$ cat src/hw/rtl/obtt_pkg.sv
`timescale 1ns / 1ps
package obtt_pkg;

  localparam int DefaultOrderSlots = 128;
  localparam int InDataW = 96;
  localparam int InUserW = 3;
  localparam int OutDataW = 168;

  localparam logic [1:0] KIND_NEW = 2'd0;
  localparam logic [1:0] KIND_MODIFY = 2'd1;
  localparam logic [1:0] KIND_REMOVE = 2'd2;

  typedef struct packed {
    logic capture;
    logic scan_start;
    logic scan_en;
    logic apply;
    logic finish;
    logic load_out;
  } obtt_cmd_t;

  typedef struct packed {
    logic scan_last;
    logic rescan;
    logic out_busy;
  } obtt_status_t;

endpackage

$ cat src/hw/rtl/obtt_ctrl.sv
`timescale 1ns / 1ps
module obtt_ctrl (
  input  logic                  clk,
  input  logic                  rst,
  input  logic                  s_tvalid,
  output logic                  s_tready,
  input  logic                  m_tready,
  input  obtt_pkg::obtt_status_t status,
  output obtt_pkg::obtt_cmd_t    cmd
);
  import obtt_pkg::*;

  localparam logic [2:0] ST_IDLE = 3'd0;
  localparam logic [2:0] ST_SCAN = 3'd1;
  localparam logic [2:0] ST_DRAIN = 3'd2;
  localparam logic [2:0] ST_APPLY = 3'd3;
  localparam logic [2:0] ST_RESCAN = 3'd4;
  localparam logic [2:0] ST_DRAIN2 = 3'd5;
  localparam logic [2:0] ST_FINISH = 3'd6;
  localparam logic [2:0] ST_RESULT = 3'd7;

  logic [2:0] state;
  logic [2:0] state_next;

  always_ff @(posedge clk) begin
    if (rst) begin
      state <= ST_IDLE;
    end else begin
      state <= state_next;
    end
  end

  always_comb begin
    state_next = state;
    cmd = '0;
    s_tready = 1'b0;
    unique case (state)
      ST_IDLE: begin
        s_tready = 1'b1;
        if (s_tvalid) begin
          cmd.capture = 1'b1;
          state_next = ST_SCAN;
        end
      end
      ST_SCAN: begin
        cmd.scan_en = 1'b1;
        if (status.scan_last) state_next = ST_DRAIN;
      end
      ST_DRAIN: state_next = ST_APPLY;
      ST_APPLY: begin
        cmd.apply = 1'b1;
        if (status.rescan) begin
          cmd.scan_start = 1'b1;
          state_next = ST_RESCAN;
        end else begin
          state_next = ST_RESULT;
        end
      end
      ST_RESCAN: begin
        cmd.scan_en = 1'b1;
        if (status.scan_last) state_next = ST_DRAIN2;
      end
      ST_DRAIN2: state_next = ST_FINISH;
      ST_FINISH: begin
        cmd.finish = 1'b1;
        state_next = ST_RESULT;
      end
      ST_RESULT: begin
        if (!status.out_busy || m_tready) begin
          cmd.load_out = 1'b1;
          state_next = ST_IDLE;
        end
      end
      default: state_next = ST_IDLE;
    endcase
  end

endmodule

$ cat config.mk
export PLATFORM = sky130hd
export DESIGN_NAME = obtt_ctrl
export DESIGN_NICKNAME = d
export VERILOG_FILES = /design/src/hw/rtl/obtt_pkg.sv /design/src/hw/rtl/obtt_ctrl.sv
export SDC_FILE = /design/constraint.sdc
export NUM_CORES = 1
export LEC_CHECK = 0
export BUFFER_PORTS_ARGS = -buffer_cell sky130_fd_sc_hd__buf_2
export CAP_MARGIN = 40
export CORE_AREA = 4 4 41 43
export CTS_CLUSTER_SIZE = 25
export DETAILED_ROUTE_END_ITERATION = 12
export DIE_AREA = 0 0 45 47
export SYNTH_ARGS = -nofsm -noshare
export SYNTH_HDL_FRONTEND = slang
export SYNTH_SLANG_ARGS = --single-unit
$ cat constraint.sdc
create_clock -name clk -period 4.1 [get_ports clk]
set_clock_uncertainty 0.2 [all_clocks]
set_input_delay 1.23 -clock clk [delete_from_list [all_inputs] [get_ports clk]]
set_output_delay 1.23 -clock clk [all_outputs]
set_load 0.02 [all_outputs]
== After elaboration in Yosys (flattened, before gate mapping) ==
Cells that the tools add are included.

* Add/sub/neg operators: 0
* Multiply operators: 0
* Div/mod/pow operators: 0
* Order comparisons: 0
* Eq/ne operators: 11
* Shifts and indexed selects: 0
* Multiplexer cells: 16
* Bitwise gates (word level): 0
* Reductions and logical operators: 5

{| class="wikitable"
|+ Operators by type and width
! cell !! number
|-
| $pmux W3 S8 || 1
|-
| $eq A3 B3 Y1 const B || 4
|-
| $mux W3 || 4
|-
| $mux W1 || 10
|-
| $ne A2 B2 Y1 const B || 4
|-
| $eq A3 B2 Y1 const B || 2
|-
| $reduce_and A4 Y1 || 1
|-
| $eq A3 B1 Y1 const B || 1
|-
| $logic_not A3 Y1 || 1
|-
| $mux W2 || 1
|-
| $reduce_or A2 Y1 || 1
|-
| $logic_not A1 Y1 || 1
|-
| $logic_or A1 B1 Y1 || 1
|}

* Bits in registers: 3
* Latch bits: 0
* Memory bits (writable): 0
* ROM bits: 0
* Bits of input ports: 7
* Output and inout port bits: 7
* Word-level logic and storage cells: 33
* Memories kept: 0

== Depth between registers and ports, before layout ==
* Word-level depth: 4
* Mapped depth: 4
* Mapped depth without buffers: 3

== Least setup slack after synthesis ==
OpenSTA, ideal clock, no wires.

* Path kind: input -> output
* Start point: in m_tready
* End point: out cmd[0] (netlist name)
* Arrival time: 1.637 ns
* Required time: 2.670 ns
* Slack: 1.033 ns
* Cell stages on the path: 2
* Buffers on the path: 0
* Cell sequence: nand2b_1 -> and4_2

{| class="wikitable"
|+ RTL lines
! item !! line !! text
|-
| start: declaration || obtt_ctrl.sv:7 || <nowiki>input logic m_tready,</nowiki>
|-
| end: declaration || obtt_ctrl.sv:9 || <nowiki>output obtt_pkg::obtt_cmd_t cmd</nowiki>
|}

==> flow_summary.toml <==
[floorplan]
initial_core_util = 0.1779
pin_count = 14
die_area_sq_mm = 0.002115
die_h_um = 47
die_x_um = 45
core_sq_mm = 0.001301
core.rowCount = 13

[worst_hold_path]
hold_path.startpoint = "state[1]$_SDFFE_PP0P_"
holdPathStages = 2
whs_endpoint = "state[1]$_SDFFE_PP0P_"
hp-class = "reg -> reg"

[clock_network]
cts_max_path_buffers = 2
numClockSinks = 3
post_cts_buffers = 0
htreeDepth = 1
clk_pin_slew_ns = 0.04
clock_latency_ns = 0.23
postCtsResizedCells = 0
cts_made_buffers = 3
postCtsHoldBufs = 0
cts_tree = "built"
cts-root-buf = "clkbuf_4"

[synth]
ys_ff_latch = 3
netlist_area_sq_um = 231.5
synth_cells = 30
synth.distinct_cells = 18
ys_seq_area_frac = 0.2595
yosys_warnings = 0
synthesis.nets = 37
avgSynthCellArea_sq_um = 7.716

[final_layout]
largest_register_ff_count = 3
layout.nets = 52
top_regs = "state (3)"
final-seq-area_sq_um = 60.06
design_area_sq_um = 320.3
n_fill_cell = 160
syn2layout_area_growth_pct = 38.38
regMostFlops = "state"
diodes = 0
layout-drive-gt1-share = 0.4091
utilization = 0.2462
multiInputGateArea_sq_um = 146.4

[grt]
grt_pass1_vias = 221
use_met3 = 0.01149
top_usage_layer = "met2"
grt_max_degree = 13
grt_use_met1 = 0.07240
grt_usage = 0.05915
grt-ovfl-total = 0
globalRouteMet2Util = 0.07910
grt_pass1_wl_um = 869
antenna_found_initial = 0

[setup_path]
cp_max_fo = 2
critPathArrivalTime_ns = 1.88
startpoint_type = "input port"
reg2reg_depth = 3
r2r_start = "state[1]$_SDFFE_PP0P_"
r2r_slack_ns = 2.67
cp.required_ns = 2.67
r2r_end = "state[0]$_SDFFE_PP0P_"
cp-end-kind = "output port"
critical_path_class = "in -> out"

[pwr]
total_power_uw = 117.9
p_per_area_mw_per_mm2 = 368.1
ir_drop_uv = 87.64
leakagePower_uw = 0.0001519

[job]
cap_viol_max_count = 0

[place]
placedInstanceArea_sq_um = 294.0
routabilityCongestion = 0.8351
dp_hpwl_um = 425.5
port_buffers = 13

[timing]
slew_headroom = 0.7581
slew_violations = 0
worst_pin_slew_ns = 0.3537
min_period_over_period = 0.8062
fin_crit_ns = 3.305
rsz0062_at_grt = "no"
fmax_mhz = 302.5
hold_ws_ns = 0.4245
fin_tns_setup_ns = 0
hold_violations = 0
finalSetupViolCount = 0

[route]
drc = 0
drt_first_iter_violations = 8
vias_per_cell = 4.305
route.detailed.wl_per_inst_um = 9.186
drt_pass1_iterations = 3
finalWirelength_um = 542
via_count = 254
final_antenna_net_count = 0

[outcome]
status = "complete, no violations"
[critical path, cell delays in order]
cell      delay (ns)
buf_2           0.10
nand2b_1        0.15
and4_2          0.24
buf_2           0.16
[cell usage in the layout, fill, tap and decap left out]
cell / instances
a2111oi_0: 1
a21oi_1: 1
a311oi_1: 1
and2_1: 2
and4_2: 1
buf_2: 13
clkbuf_1: 1
clkbuf_4: 3
dfxtp_1: 3
inv_1: 1
mux2_4: 1
nand2_1: 2
nand2b_1: 1
nor2_1: 5
nor2b_1: 1
nor3_1: 4
o21a_1: 1
o221a_1: 1
xnor2_1: 1
[metrics by stage]
stage | setup WS (ns) | std cells
3_5_place_dp | 0.7947 | 55
5_1_grt | 0.7590 | 59
2_1_floorplan | 1.033 | 30
6_report | 0.7947 | 59
4_1_cts | 0.7932 | 59
3_3_place_gp | 0.8100 | 55
[synthesized netlist by cell type]
cell type / count / area [sq um]
and4_2: 1 / 10.01
inv_1: 1 / 3.750
o221a_1: 1 / 11.26
buf_2: 2 / 10.01
a21oi_1: 1 / 5.000
nor3_1: 4 / 20.02
a311oi_1: 1 / 8.760
nor2_1: 5 / 18.77
xnor2_1: 1 / 8.760
dfxtp_1: 3 / 60.06
buf_6: 1 / 11.26
a2111oi_0: 1 / 8.760
nand2b_1: 1 / 6.260
nand2_1: 2 / 7.510
o21a_1: 1 / 7.510
mux2_4: 1 / 15.01
and2_1: 2 / 12.51
nor2b_1: 1 / 6.260
[power by group]
group          total [uW]  internal [uW]  switching (uW)
Combinational        28.6           13.5            15.1
Sequential           38.2           31.9            6.21
Clock                51.2           36.4            14.7
[worst max-delay path by stage]
stage / startpoint / endpoint
finish: m_tready / cmd[0]
global route: m_tready / cmd[0]
CTS: m_tready / cmd[0]
detailed placement: m_tready / cmd[0]
global placement: m_tready / cmd[0]
floorplan: m_tready / cmd[0]
[per-layer routing]
metal | wire length (um) | vias to the layer above
met5 | 0 | -
met4 | 0 | 0
met3 | 39 | 0
met2 | 241 | 8
met1 | 261 | 112
li1 | - | 134
[layout make-up]
type                       count  share of cell area
sequential                     3              0.1875
timing repair buffer          13              0.2031
clock buffer                   4             0.08203
tap                           15             0.05859
multi-input combinational     23              0.4570
inverter                       1             0.01172
[logic make-up after synthesis]
kind of cell | count (synthesis) | synth area share
AOI/OAI and AO/OA | 5 | 0.1784
xor gates and xnor gates | 1 | 0.03784
buffers and inverters | 4 | 0.1081
DFF | 3 | 0.2595
muxes | 1 | 0.06485
and+or+nand+nor | 16 | 0.3514
Note: power is estimated with default switching activity, not from simulation.
